==> src/hdl/ags_pkg.sv <==
// Shared types, register indexes and constant helpers for the gain step block.
`timescale 1ns / 1ps
`default_nettype none
package ags_pkg;

  // Register map: index is paddr[4:2]
  localparam int AGS_ADDR_W = 5;
  localparam int AGS_IDX_W  = 3;
  localparam logic [AGS_IDX_W-1:0] REG_ENABLE       = 3'd0;
  localparam logic [AGS_IDX_W-1:0] REG_TARGET_RMS   = 3'd1;
  localparam logic [AGS_IDX_W-1:0] REG_RATIO_MAX    = 3'd2;
  localparam logic [AGS_IDX_W-1:0] REG_RATIO_MIN    = 3'd3;
  localparam logic [AGS_IDX_W-1:0] REG_CLIP_BACKOFF = 3'd4;
  localparam logic [AGS_IDX_W-1:0] REG_AMP_FLOOR    = 3'd5;
  localparam logic [AGS_IDX_W-1:0] REG_AMP_CEILING  = 3'd6;

  // Field widths
  localparam int AGS_AMP_W = 16;
  localparam int AGS_RMS_W = 15;  // measured RMS after negatives are forced to zero
  localparam int AGS_RAT_W = 17;  // clamped ratio, holds 1.0 at the widest fraction

  // Path an item takes through the datapath
  typedef enum logic [2:0] {
    BR_PASS,
    BR_UP_MINV,
    BR_UP_DIV,
    BR_DN_CLIP,
    BR_DN_DIV
  } ags_br_e;

  // Per-item sideband carried along the pipeline
  typedef struct packed {
    ags_br_e                br;
    logic [AGS_AMP_W-1:0]   amp;
    logic [AGS_AMP_W-1:0]   step;
  } ags_side_t;

  // Configuration register set
  typedef struct packed {
    logic        enable;
    logic [15:0] target_rms;
    logic [15:0] ratio_max;
    logic [12:0] ratio_min;
    logic [12:0] clip_backoff;
    logic [15:0] amp_floor;
    logic [15:0] amp_ceiling;
  } ags_cfg_t;

  // Percentage of 1.0 rounded to nearest at the given fraction width
  function automatic int ags_round_pct(input int frac_bits, input int pct);
    return ((1 << frac_bits) * pct + 50) / 100;
  endfunction

endpackage
`default_nettype wire

==> src/hdl/ags_div.sv <==
// Pipelined restoring divider, one quotient bit per stage, sideband alongside.
`timescale 1ns / 1ps
`default_nettype none
module ags_div #(
  parameter int NUM_W = 28,
  parameter int DEN_W = 15
) (
  input  wire logic                 clk_i,
  input  wire logic                 rst_ni,
  input  wire logic                 valid_i,
  input  wire logic [NUM_W-1:0]     num_i,
  input  wire logic [DEN_W-1:0]     den_i,
  input  wire ags_pkg::ags_side_t   side_i,
  output logic                      valid_o,
  output logic [NUM_W-1:0]          quot_o,
  output ags_pkg::ags_side_t        side_o
);
  import ags_pkg::*;

  // Stage k holds the partial remainder and the numerator/quotient shift word
  logic             vld_q  [NUM_W+1];
  logic [NUM_W-1:0] nq_q   [NUM_W+1];
  logic [DEN_W-1:0] rem_q  [NUM_W+1];
  logic [DEN_W-1:0] den_q  [NUM_W+1];
  ags_side_t        side_q [NUM_W+1];

  assign vld_q[0]  = valid_i;
  assign nq_q[0]   = num_i;
  assign rem_q[0]  = '0;
  assign den_q[0]  = den_i;
  assign side_q[0] = side_i;

  for (genvar k = 0; k < NUM_W; k++) begin : g_stage
    logic [DEN_W:0] trial;
    logic [DEN_W:0] diff;
    logic           ge;

    // Bring down the next numerator bit and try the subtract
    assign trial = {rem_q[k], nq_q[k][NUM_W-1]};
    assign diff  = trial - {1'b0, den_q[k]};
    assign ge    = (trial >= {1'b0, den_q[k]});

    // Advance the valid bit
    always_ff @(posedge clk_i or negedge rst_ni) begin
      if (!rst_ni) begin
        vld_q[k+1] <= 1'b0;
      end else begin
        vld_q[k+1] <= vld_q[k];
      end
    end

    // Advance remainder, quotient bits and sideband
    always_ff @(posedge clk_i) begin
      rem_q[k+1]  <= ge ? diff[DEN_W-1:0] : trial[DEN_W-1:0];
      nq_q[k+1]   <= {nq_q[k][NUM_W-2:0], ge};
      den_q[k+1]  <= den_q[k];
      side_q[k+1] <= side_q[k];
    end
  end

  assign valid_o = vld_q[NUM_W];
  assign quot_o  = nq_q[NUM_W];
  assign side_o  = side_q[NUM_W];

endmodule
`default_nettype wire

==> src/hdl/ags_back.sv <==
// Back end: ratio clamp, multiply, step select, step limit and amplitude clamp stages.
`timescale 1ns / 1ps
`default_nettype none
module ags_back #(
  parameter int FRAC_BITS = 12,
  parameter int NUM_W     = 28
) (
  input  wire logic                 clk_i,
  input  wire logic                 rst_ni,
  input  wire ags_pkg::ags_cfg_t    cfg_i,
  input  wire logic                 valid_i,
  input  wire logic [NUM_W-1:0]     quot_i,
  input  wire ags_pkg::ags_side_t   side_i,
  output logic                      done_o,
  output logic [15:0]               next_amp_o,
  output logic                      at_limit_o
);
  import ags_pkg::*;

  localparam int ONE_Q  = 1 << FRAC_BITS;
  localparam int PROD_W = AGS_AMP_W + AGS_RAT_W;
  localparam int DES_W  = PROD_W - FRAC_BITS;
  localparam int LIM_W  = DES_W + 1;

  localparam logic [AGS_RAT_W-1:0] ONE_R = AGS_RAT_W'(ONE_Q);
  localparam logic [NUM_W-1:0]     ONE_N = NUM_W'(ONE_Q);

  // Stage registers
  logic                   rt_vld_q, pm_vld_q, ds_vld_q, lm_vld_q, done_q;
  ags_side_t              rt_side_q, pm_side_q, ds_side_q, lm_side_q;
  logic [AGS_RAT_W-1:0]   rt_ratio_d, rt_ratio_q;
  logic [PROD_W-1:0]      pm_prod_d, pm_prod_q;
  logic [DES_W-1:0]       ds_des_d, ds_des_q;
  logic signed [LIM_W-1:0] lm_lim_d, lm_lim_q;
  logic [15:0]            next_amp_d, next_amp_q;
  logic                   at_limit_d, at_limit_q;

  // Ratio clamp
  logic [NUM_W-1:0] rmax_n, rmin_n;
  assign rmax_n = {{(NUM_W-16){1'b0}}, cfg_i.ratio_max};
  assign rmin_n = {{(NUM_W-13){1'b0}}, cfg_i.ratio_min};

  always_comb begin
    case (side_i.br)
      BR_UP_DIV: begin
        if (quot_i < ONE_N) rt_ratio_d = ONE_R;
        else if (quot_i > rmax_n) rt_ratio_d = {1'b0, cfg_i.ratio_max};
        else rt_ratio_d = quot_i[AGS_RAT_W-1:0];
      end
      BR_DN_DIV: begin
        if (quot_i < rmin_n) rt_ratio_d = {4'b0, cfg_i.ratio_min};
        else if (quot_i > ONE_N) rt_ratio_d = ONE_R;
        else rt_ratio_d = quot_i[AGS_RAT_W-1:0];
      end
      BR_DN_CLIP: rt_ratio_d = {4'b0, cfg_i.clip_backoff};
      default:    rt_ratio_d = ONE_R;
    endcase
  end

  // Scale the amplitude by the ratio
  assign pm_prod_d = PROD_W'(rt_side_q.amp) * PROD_W'(rt_ratio_q);

  // Pick the wanted amplitude, forcing a rise where the scaled value did not rise
  logic [DES_W-1:0] ds_amp, ds_amp_step, ds_shr;
  assign ds_amp      = {{(DES_W-16){1'b0}}, pm_side_q.amp};
  assign ds_amp_step = ds_amp + {{(DES_W-16){1'b0}}, pm_side_q.step};
  assign ds_shr      = pm_prod_q[PROD_W-1:FRAC_BITS];

  always_comb begin
    case (pm_side_q.br)
      BR_UP_MINV: ds_des_d = ds_amp_step;
      BR_UP_DIV:  ds_des_d = (ds_shr <= ds_amp) ? ds_amp_step : ds_shr;
      BR_DN_CLIP: ds_des_d = ds_shr;
      BR_DN_DIV:  ds_des_d = ds_shr;
      default:    ds_des_d = ds_amp;
    endcase
  end

  // Limit the move to one step either way
  logic [LIM_W-1:0] lm_amp, lm_step, lm_des;
  assign lm_amp  = {{(LIM_W-16){1'b0}}, ds_side_q.amp};
  assign lm_step = {{(LIM_W-16){1'b0}}, ds_side_q.step};
  assign lm_des  = {1'b0, ds_des_q};

  always_comb begin
    if (lm_des > lm_amp + lm_step) begin
      lm_lim_d = $signed(lm_amp + lm_step);
    end else if (lm_amp > lm_des + lm_step) begin
      lm_lim_d = $signed(lm_amp - lm_step);
    end else begin
      lm_lim_d = $signed(lm_des);
    end
  end

  // Clamp to the amplitude range and flag the bounds, except on the pass path
  logic signed [LIM_W-1:0] floor_s, ceil_s;
  logic [15:0]             clamp_v;
  assign floor_s = $signed({{(LIM_W-16){1'b0}}, cfg_i.amp_floor});
  assign ceil_s  = $signed({{(LIM_W-16){1'b0}}, cfg_i.amp_ceiling});

  always_comb begin
    if (lm_lim_q < floor_s) clamp_v = cfg_i.amp_floor;
    else if (lm_lim_q > ceil_s) clamp_v = cfg_i.amp_ceiling;
    else clamp_v = lm_lim_q[15:0];

    if (lm_side_q.br == BR_PASS) begin
      next_amp_d = lm_side_q.amp;
      at_limit_d = 1'b0;
    end else begin
      next_amp_d = clamp_v;
      at_limit_d = (clamp_v <= cfg_i.amp_floor) || (clamp_v >= cfg_i.amp_ceiling);
    end
  end

  // Advance valid bits
  always_ff @(posedge clk_i or negedge rst_ni) begin
    if (!rst_ni) begin
      rt_vld_q <= 1'b0;
      pm_vld_q <= 1'b0;
      ds_vld_q <= 1'b0;
      lm_vld_q <= 1'b0;
      done_q   <= 1'b0;
    end else begin
      rt_vld_q <= valid_i;
      pm_vld_q <= rt_vld_q;
      ds_vld_q <= pm_vld_q;
      lm_vld_q <= ds_vld_q;
      done_q   <= lm_vld_q;
    end
  end

  // Advance payload
  always_ff @(posedge clk_i) begin
    rt_side_q  <= side_i;
    rt_ratio_q <= rt_ratio_d;
    pm_side_q  <= rt_side_q;
    pm_prod_q  <= pm_prod_d;
    ds_side_q  <= pm_side_q;
    ds_des_q   <= ds_des_d;
    lm_side_q  <= ds_side_q;
    lm_lim_q   <= lm_lim_d;
    next_amp_q <= next_amp_d;
    at_limit_q <= at_limit_d;
  end

  assign done_o     = done_q;
  assign next_amp_o = next_amp_q;
  assign at_limit_o = at_limit_q;

endmodule
`default_nettype wire

==> src/hdl/auto_gain_step.sv <==
// Top level of the gain step block: register file, decode stage and pipeline.
`timescale 1ns / 1ps
`default_nettype none
// One automatic gain control step per measurement. A new measurement is taken
// on every cycle in which start is high; busy stays low, so items may follow
// back to back. Each item yields one result on next_amp_o / at_limit_o, shown
// for exactly one cycle with done_o high. Each item passes the decode stage,
// then the target/RMS divider, a restoring divider of 16+FRAC_BITS stages,
// one quotient bit per stage, followed by ratio clamp, multiply, step select,
// step limit and output clamp stages. The receiver cannot hold results off and
// must take each done_o beat as it comes. Configuration registers sit at byte
// address 4*index on the APB port and are to be written only while no item is
// in flight.
module auto_gain_step #(
  parameter int FRAC_BITS = 12
) (
  input  wire logic                clk_i,
  input  wire logic                rst_ni,
  // command channel
  input  wire logic                start,
  output logic                     busy,
  input  wire logic signed [15:0]  measured_rms_i,
  input  wire logic                clipping_i,
  input  wire logic [15:0]         present_amp_i,
  // result channel
  output logic                     done_o,
  output logic [15:0]              next_amp_o,
  output logic                     at_limit_o,
  // configuration port
  input  wire logic                psel,
  input  wire logic                penable,
  input  wire logic                pwrite,
  input  wire logic [4:0]          paddr,
  input  wire logic [31:0]         pwdata,
  output logic [31:0]              prdata,
  output logic                     pready
);
  import ags_pkg::*;

  localparam int NUM_W         = 16 + FRAC_BITS;
  localparam int TOL_Q         = ags_round_pct(FRAC_BITS, 2);
  localparam int MINV_Q        = ags_round_pct(FRAC_BITS, 2);
  localparam int COARSE_ERR_Q  = ags_round_pct(FRAC_BITS, 6);
  localparam int COARSE_STEP_Q = ags_round_pct(FRAC_BITS, 8);
  localparam int FINE_STEP_Q   = ags_round_pct(FRAC_BITS, 3);

  localparam logic [16:0] TOL_V    = 17'(TOL_Q);
  localparam logic [16:0] MINV_V   = 17'(MINV_Q);
  localparam logic [16:0] CERR_V   = 17'(COARSE_ERR_Q);
  localparam logic [15:0] CSTEP_V  = 16'(COARSE_STEP_Q);
  localparam logic [15:0] FSTEP_V  = 16'(FINE_STEP_Q);

  // Configuration registers
  logic        enable_q;
  logic [15:0] target_rms_q;
  logic [15:0] ratio_max_q;
  logic [12:0] ratio_min_q;
  logic [12:0] clip_backoff_q;
  logic [15:0] amp_floor_q;
  logic [15:0] amp_ceiling_q;
  logic        apb_wr;
  logic [AGS_IDX_W-1:0] reg_idx;
  ags_cfg_t    cfg;

  assign pready  = 1'b1;
  assign apb_wr  = psel && penable && pwrite && pready;
  assign reg_idx = paddr[AGS_ADDR_W-1:2];

  // Write registers on the access beat
  always_ff @(posedge clk_i or negedge rst_ni) begin
    if (!rst_ni) begin
      enable_q       <= 1'b0;
      target_rms_q   <= 16'd4096;
      ratio_max_q    <= 16'd8192;
      ratio_min_q    <= 13'd2048;
      clip_backoff_q <= 13'd2867;
      amp_floor_q    <= 16'd0;
      amp_ceiling_q  <= 16'd40960;
    end else if (apb_wr) begin
      case (reg_idx)
        REG_ENABLE:       enable_q       <= pwdata[0];
        REG_TARGET_RMS:   target_rms_q   <= pwdata[15:0];
        REG_RATIO_MAX:    ratio_max_q    <= pwdata[15:0];
        REG_RATIO_MIN:    ratio_min_q    <= pwdata[12:0];
        REG_CLIP_BACKOFF: clip_backoff_q <= pwdata[12:0];
        REG_AMP_FLOOR:    amp_floor_q    <= pwdata[15:0];
        REG_AMP_CEILING:  amp_ceiling_q  <= pwdata[15:0];
        default: ;
      endcase
    end
  end

  // Read back
  always_comb begin
    case (reg_idx)
      REG_ENABLE:       prdata = {31'b0, enable_q};
      REG_TARGET_RMS:   prdata = {16'b0, target_rms_q};
      REG_RATIO_MAX:    prdata = {16'b0, ratio_max_q};
      REG_RATIO_MIN:    prdata = {19'b0, ratio_min_q};
      REG_CLIP_BACKOFF: prdata = {19'b0, clip_backoff_q};
      REG_AMP_FLOOR:    prdata = {16'b0, amp_floor_q};
      REG_AMP_CEILING:  prdata = {16'b0, amp_ceiling_q};
      default:          prdata = '0;
    endcase
  end

  assign cfg = '{enable:       enable_q,
                 target_rms:   target_rms_q,
                 ratio_max:    ratio_max_q,
                 ratio_min:    ratio_min_q,
                 clip_backoff: clip_backoff_q,
                 amp_floor:    amp_floor_q,
                 amp_ceiling:  amp_ceiling_q};

  // Never stalls
  assign busy = 1'b0;

  // Decode: band test, step size and path
  logic [AGS_RMS_W-1:0] rms_pos;
  logic [16:0]          rms_x, tgt_x;
  logic                 below, above, coarse_up, coarse_dn;
  ags_side_t            s0_side_d, s0_side_q;
  logic                 s0_vld_q;
  logic [NUM_W-1:0]     s0_num_q;
  logic [AGS_RMS_W-1:0] s0_den_q;

  assign rms_pos   = measured_rms_i[15] ? '0 : measured_rms_i[14:0];
  assign rms_x     = {2'b0, rms_pos};
  assign tgt_x     = {1'b0, target_rms_q};
  assign below     = (rms_x + TOL_V) < tgt_x;
  assign above     = rms_x > (tgt_x + TOL_V);
  assign coarse_up = tgt_x > (rms_x + CERR_V);
  assign coarse_dn = rms_x > (tgt_x + CERR_V);

  always_comb begin
    s0_side_d.amp  = present_amp_i;
    s0_side_d.step = FSTEP_V;
    s0_side_d.br   = BR_PASS;
    if (enable_q && below) begin
      s0_side_d.step = coarse_up ? CSTEP_V : FSTEP_V;
      s0_side_d.br   = (rms_x < MINV_V) ? BR_UP_MINV : BR_UP_DIV;
    end else if (enable_q && above) begin
      s0_side_d.step = coarse_dn ? CSTEP_V : FSTEP_V;
      s0_side_d.br   = clipping_i ? BR_DN_CLIP : BR_DN_DIV;
    end
  end

  // Take the command beat
  always_ff @(posedge clk_i or negedge rst_ni) begin
    if (!rst_ni) begin
      s0_vld_q <= 1'b0;
    end else begin
      s0_vld_q <= start && !busy;
    end
  end

  always_ff @(posedge clk_i) begin
    s0_side_q <= s0_side_d;
    s0_num_q  <= {target_rms_q, {FRAC_BITS{1'b0}}};
    s0_den_q  <= rms_pos;
  end

  // Divide target by RMS
  logic             dv_vld;
  logic [NUM_W-1:0] dv_quot;
  ags_side_t        dv_side;

  ags_div #(
    .NUM_W (NUM_W),
    .DEN_W (AGS_RMS_W)
  ) u_div (
    .clk_i   (clk_i),
    .rst_ni  (rst_ni),
    .valid_i (s0_vld_q),
    .num_i   (s0_num_q),
    .den_i   (s0_den_q),
    .side_i  (s0_side_q),
    .valid_o (dv_vld),
    .quot_o  (dv_quot),
    .side_o  (dv_side)
  );

  // Clamp, scale, limit and deliver
  ags_back #(
    .FRAC_BITS (FRAC_BITS),
    .NUM_W     (NUM_W)
  ) u_back (
    .clk_i      (clk_i),
    .rst_ni     (rst_ni),
    .cfg_i      (cfg),
    .valid_i    (dv_vld),
    .quot_i     (dv_quot),
    .side_i     (dv_side),
    .done_o     (done_o),
    .next_amp_o (next_amp_o),
    .at_limit_o (at_limit_o)
  );

endmodule
`default_nettype wire

==> config.mk <==
export PLATFORM = sky130hd
export DESIGN_NAME = auto_gain_step
export DESIGN_NICKNAME = d
export VERILOG_FILES = /design/src/hdl/ags_pkg.sv /design/src/hdl/ags_div.sv /design/src/hdl/ags_back.sv /design/src/hdl/auto_gain_step.sv
export SDC_FILE = /design/constraint.sdc
export NUM_CORES = 2
export LEC_CHECK = 0
export BUFFER_PORTS_ARGS = -buffer_cell sky130_fd_sc_hd__buf_2
export CAP_MARGIN = 0
export CORE_MARGIN = 2
export CORE_UTILIZATION = 61
export DETAILED_ROUTE_END_ITERATION = 10
export GPL_TIMING_DRIVEN = 0
export PLACE_DENSITY = 0.77
export SYNTH_ARGS = -nofsm -noshare
export SYNTH_HDL_FRONTEND = slang
export SYNTH_SLANG_ARGS = --single-unit
==> constraint.sdc <==
create_clock -name clk_i -period 7.5 [get_ports clk_i]
set_input_delay 0.375 -clock clk_i [delete_from_list [all_inputs] [get_ports clk_i]]
set_output_delay 0.375 -clock clk_i [all_outputs]
set_load 0.05 [all_outputs]
==> flow_metrics.py <==
metrics = {
    "run_status": {
        "status": "finished, final reports clean",
    },
    "power_and_ir_drop": {
        "peakVddDrop_mv": 0.3639,
        "clkPwrFrac_pct": 26.5,
        "p_total_w": 0.04305,
        "combPwrFrac_pct": 35.3,
        "seq_power_share_pct": 38.3,
        "swShare_pct": 34.07,
        "switching_power_w": 0.01467,
        "internal-power_w": 0.02838,
        "total_leakage_power_nw": 44.23,
        "power_density_nw_per_um2": 428.6,
    },
    "floorplanning": {
        "core_um2": 145700,
        "io_pins": 128,
        "start_util_pct": 61.43,
        "die_w_um": 387.1,
        "die_area_um2": 149800,
        "die_h_um": 387.1,
        "rows": 140,
    },
    "sta": {
        "hold_violations": 0,
        "relSlewSlack_pct": 37.28,
        "fmax_mhz": 139.8,
        "tightest_slew_ns": 0.9389,
        "setup_tns_ns": 0,
        "fin_skew_ns": 0.05732,
        "rsz0062_at_grt": "false",
        "slew_violations": 0,
        "period_minus_slack_ns": 7.153,
        "fin_crit_sh_pct": 95.37,
        "setup-violations-final": 0,
    },
    "detailed_routing": {
        "dr.pass1.iters": 6,
        "drtIter0Drc": 4031,
        "drt-total-wl_um": 204800,
        "viasPerCell": 5.554,
        "via_count": 59662,
        "detail_route.wl_per_cell_um": 19.06,
        "ant_nets": 0,
        "drcViolationCount": 0,
    },
    "yosys": {
        "syn_area_um2": 89530,
        "syn_area_per_cell_um2": 10.80,
        "ys_warn_count": 0,
        "synth_cell_types": 102,
        "async_flop_share_pct": 5.480,
        "seq_area_frac_synth_pct": 51.72,
        "syn_inst": 8286,
        "synth_edf_count": 0,
        "ys_ff_latch": 2281,
        "synthFlopType": "dfxtp_1",
    },
    "clock_tree": {
        "clk_path_buf_depth": 3,
        "clk-insertion-delay-late_ns": 0.84,
        "h-tree-depth": 4,
        "post_cts_buffers": 0,
        "cts-buffers-inserted": 207,
        "root_buffer": "clkbuf_16",
        "clkSinkCount": 2281,
        "path_clk_slew_ns": 0.06,
        "cts_tree": "yes",
    },
    "worst_setup_path": {
        "crit_path_end_kind": "register",
        "arrival_ns": 7.87,
        "critPathKind": "reg -> reg",
        "required_ns": 8.22,
        "cp-start-kind": "register",
        "path_max_fanout": 10,
    },
    "placement": {
        "gp_congestion": 0.9477,
        "io_buffers": 87,
        "dpl.hpwl_um": 147000,
    },
    "run": {
        "maxCapViolations": 0,
    },
    "hold_path": {
        "hold_class": "in -> async",
    },
    "global_route": {
        "grt_pass1_vias": 60885,
        "grt_overflow_total": 0,
        "grt_max_degree": 82,
        "grt_pass1_wl_um": 325300,
        "grt_use_total_pct": 27.10,
        "antenna_found_initial": 22,
    },
    "cells_and_area": {
        "syn2layout_area_growth_pct": 12.20,
        "nets": 9683,
        "drive_above_1_share_pct": 9.488,
        "nFillCells": 10630,
    },
}
[timing repair]
item,in CTS,in global routing
hold buffers,40,0
gates resized for setup,0,7
setup endpoints to repair,0,6
endpoints found under the hold margin,223,0
[cell families after synthesis]
kind of cell    count (synthesis)  synth area share, %
flops                        2281                51.72
simple gates                 1870                10.21
mux                           340                4.338
xor+xnor                      368                3.600
other cells                     2             0.008389
compound gates               1388                9.934
buf+inv                      1070                4.689
fa+ha+maj                     967                15.50
[path summary, 6_finish.rpt]
kind	slack (ns)	cells past startpoint	end	from
max	0.35	21	u_back.pm_prod_q[32]$_DFF_P_	u_back.rt_ratio_q[9]$_DFF_P_
min reg2reg	0.28	0	u_div.side_q[670]$_DFF_P_	u_div.side_q[705]$_DFF_P_
min in group clk_i	0.07	2	s0_den_q[13]$_DFF_P_	measured_rms_i[13]
max reg2reg	0.35	21	u_back.pm_prod_q[32]$_DFF_P_	u_back.rt_ratio_q[9]$_DFF_P_
min	0.06	2	s0_vld_q$_DFF_PN0_	rst_ni
max in group asynchronous	6.61	3	clip_backoff_q[4]$_DFFE_PN1P_	rst_ni
[registers in the layout, indices dropped and copies added (netlist names), 17 cells and up]
| signal | flops |
|---|---|
| u_div.side_q | 567 |
| u_div.nq_q | 483 |
| u_div.g_stage.trial | 420 |
| u_div.den_q | 405 |
| u_div.quot_o | 28 |
| u_div.vld_q | 27 |
| u_back.lm_lim_q | 22 |
| s0_side_q | 21 |
| u_back.ds_des_q | 21 |
| u_back.ds_side_q | 21 |
| u_back.pm_prod_q | 21 |
| u_back.rt_side_q | 21 |
| u_div.side_o | 21 |
| u_back.lm_side_q | 19 |
| u_back.rt_ratio_q | 17 |
[worst max-delay path: stages (launching register included)]
cell      delay, ns
dfxtp_1        0.60
clkbuf_1       0.66
nand2_1        0.19
fa_1           0.60
fa_1           0.44
fa_1           0.44
fa_1           0.54
inv_1          0.05
fa_1           0.49
inv_1          0.06
fa_1           0.53
inv_1          0.04
ha_1           0.36
a21o_1         0.19
a21o_1         0.20
a21oi_1        0.15
o21ai_1        0.17
a21oi_2        0.37
o211ai_1       0.27
or3_1          0.39
a31oi_1        0.20
xnor2_1        0.14
[area by class of cell]
| class | instances | area, um2 | share of cell area [%] |
|---|---|---|---|
| Sequential cell | 2281 | 46300 | 46.10 |
| Timing Repair Buffer | 128 | 869.6 | 0.8657 |
| Clock inverter | 129 | 1894 | 1.886 |
| Tap cell | 1917 | 2399 | 2.388 |
| Buffer | 191 | 902.1 | 0.8981 |
| Clock buffer | 262 | 5679 | 5.654 |
| Inverter | 879 | 3299 | 3.285 |
| Multi-Input combinational cell | 4952 | 39090 | 38.92 |
| Antenna cell | 4 | 10.01 | 0.009965 |
[synth_stat cells, types with 118 or more instances]
cell / n / share of area (%)
and2_1: 153 / 1.1
nand2_1: 478 / 2.0
o21ai_0: 324 / 1.8
fa_1: 237 / 5.3
nor2b_1: 125 / 0.87
nor2_1: 488 / 2.0
clkbuf_1: 118 / 0.49
dfxtp_1: 2156 / 48
inv_1: 876 / 3.7
ha_1: 730 / 10
xnor2_1: 268 / 2.6
a21oi_1: 436 / 2.4
nand4_1: 122 / 0.85
mux2_2: 203 / 2.6
[power groups by stage]
stage | Combinational, W | Clock [W] | Sequential (W)
finish | 0.0152 | 0.0114 | 0.0165
detailed placement | 0.0147 | 0 | 0.0166
global route | 0.0169 | 0.0121 | 0.0167
CTS | 0.0150 | 0.0116 | 0.0165
floorplan | 0.0116 | 0 | 0.0160
global placement | 0.0143 | 0 | 0.0165
[through the flow]
stage               hold slack, ns  instance area (um2)  setup WS [ns]  instances  util [%]
CTS                       0.001770               100400         0.1455      10739     68.91
finish                     0.05552               100400         0.3475      10743     68.92
detailed placement          0.3121                92460         0.1909      10308     63.44
global placement            0.3095                92420         0.2975      10307     63.42
global route               0.03122               100400        0.04390      10740     68.92
floorplan                  0.07941                89590          1.285       8303         -
[layout by cell type (no fill, tap or decap), drive strengths merged, types with 38 or more instances in the layout]
master,Yosys,final
dfxtp,2156,2156
inv,876,893
ha,730,730
nor2,489,489
nand2,479,479
a21oi,444,444
clkbuf,119,381
o21ai,365,365
xnor2,268,268
mux2,255,255
fa,237,237
buf,72,160
and2,153,153
nor2b,125,125
nand4,122,122
nor3,115,115
dfrtp,113,113
a21o,103,103
xor2,100,100
nand3,99,99
mux2i,85,85
o21a,78,78
nand2b,78,78
clkinv,3,63
nor4,54,54
or3,48,48
o41ai,44,44
dlygate4sd3,0,40
a31oi,38,38
[layer usage]
metal | vias to the layer above | wire (um) | GRT usage [%]
met1 | 28726 | 88160 | 34.97
met3 | 436 | 11500 | 4.262
met5 | - | 61 | 0
li1 | 28648 | - | -
met2 | 1840 | 98950 | 46.49
met4 | 12 | 6118 | 8.970
Power figures use the tool's default switching activity.
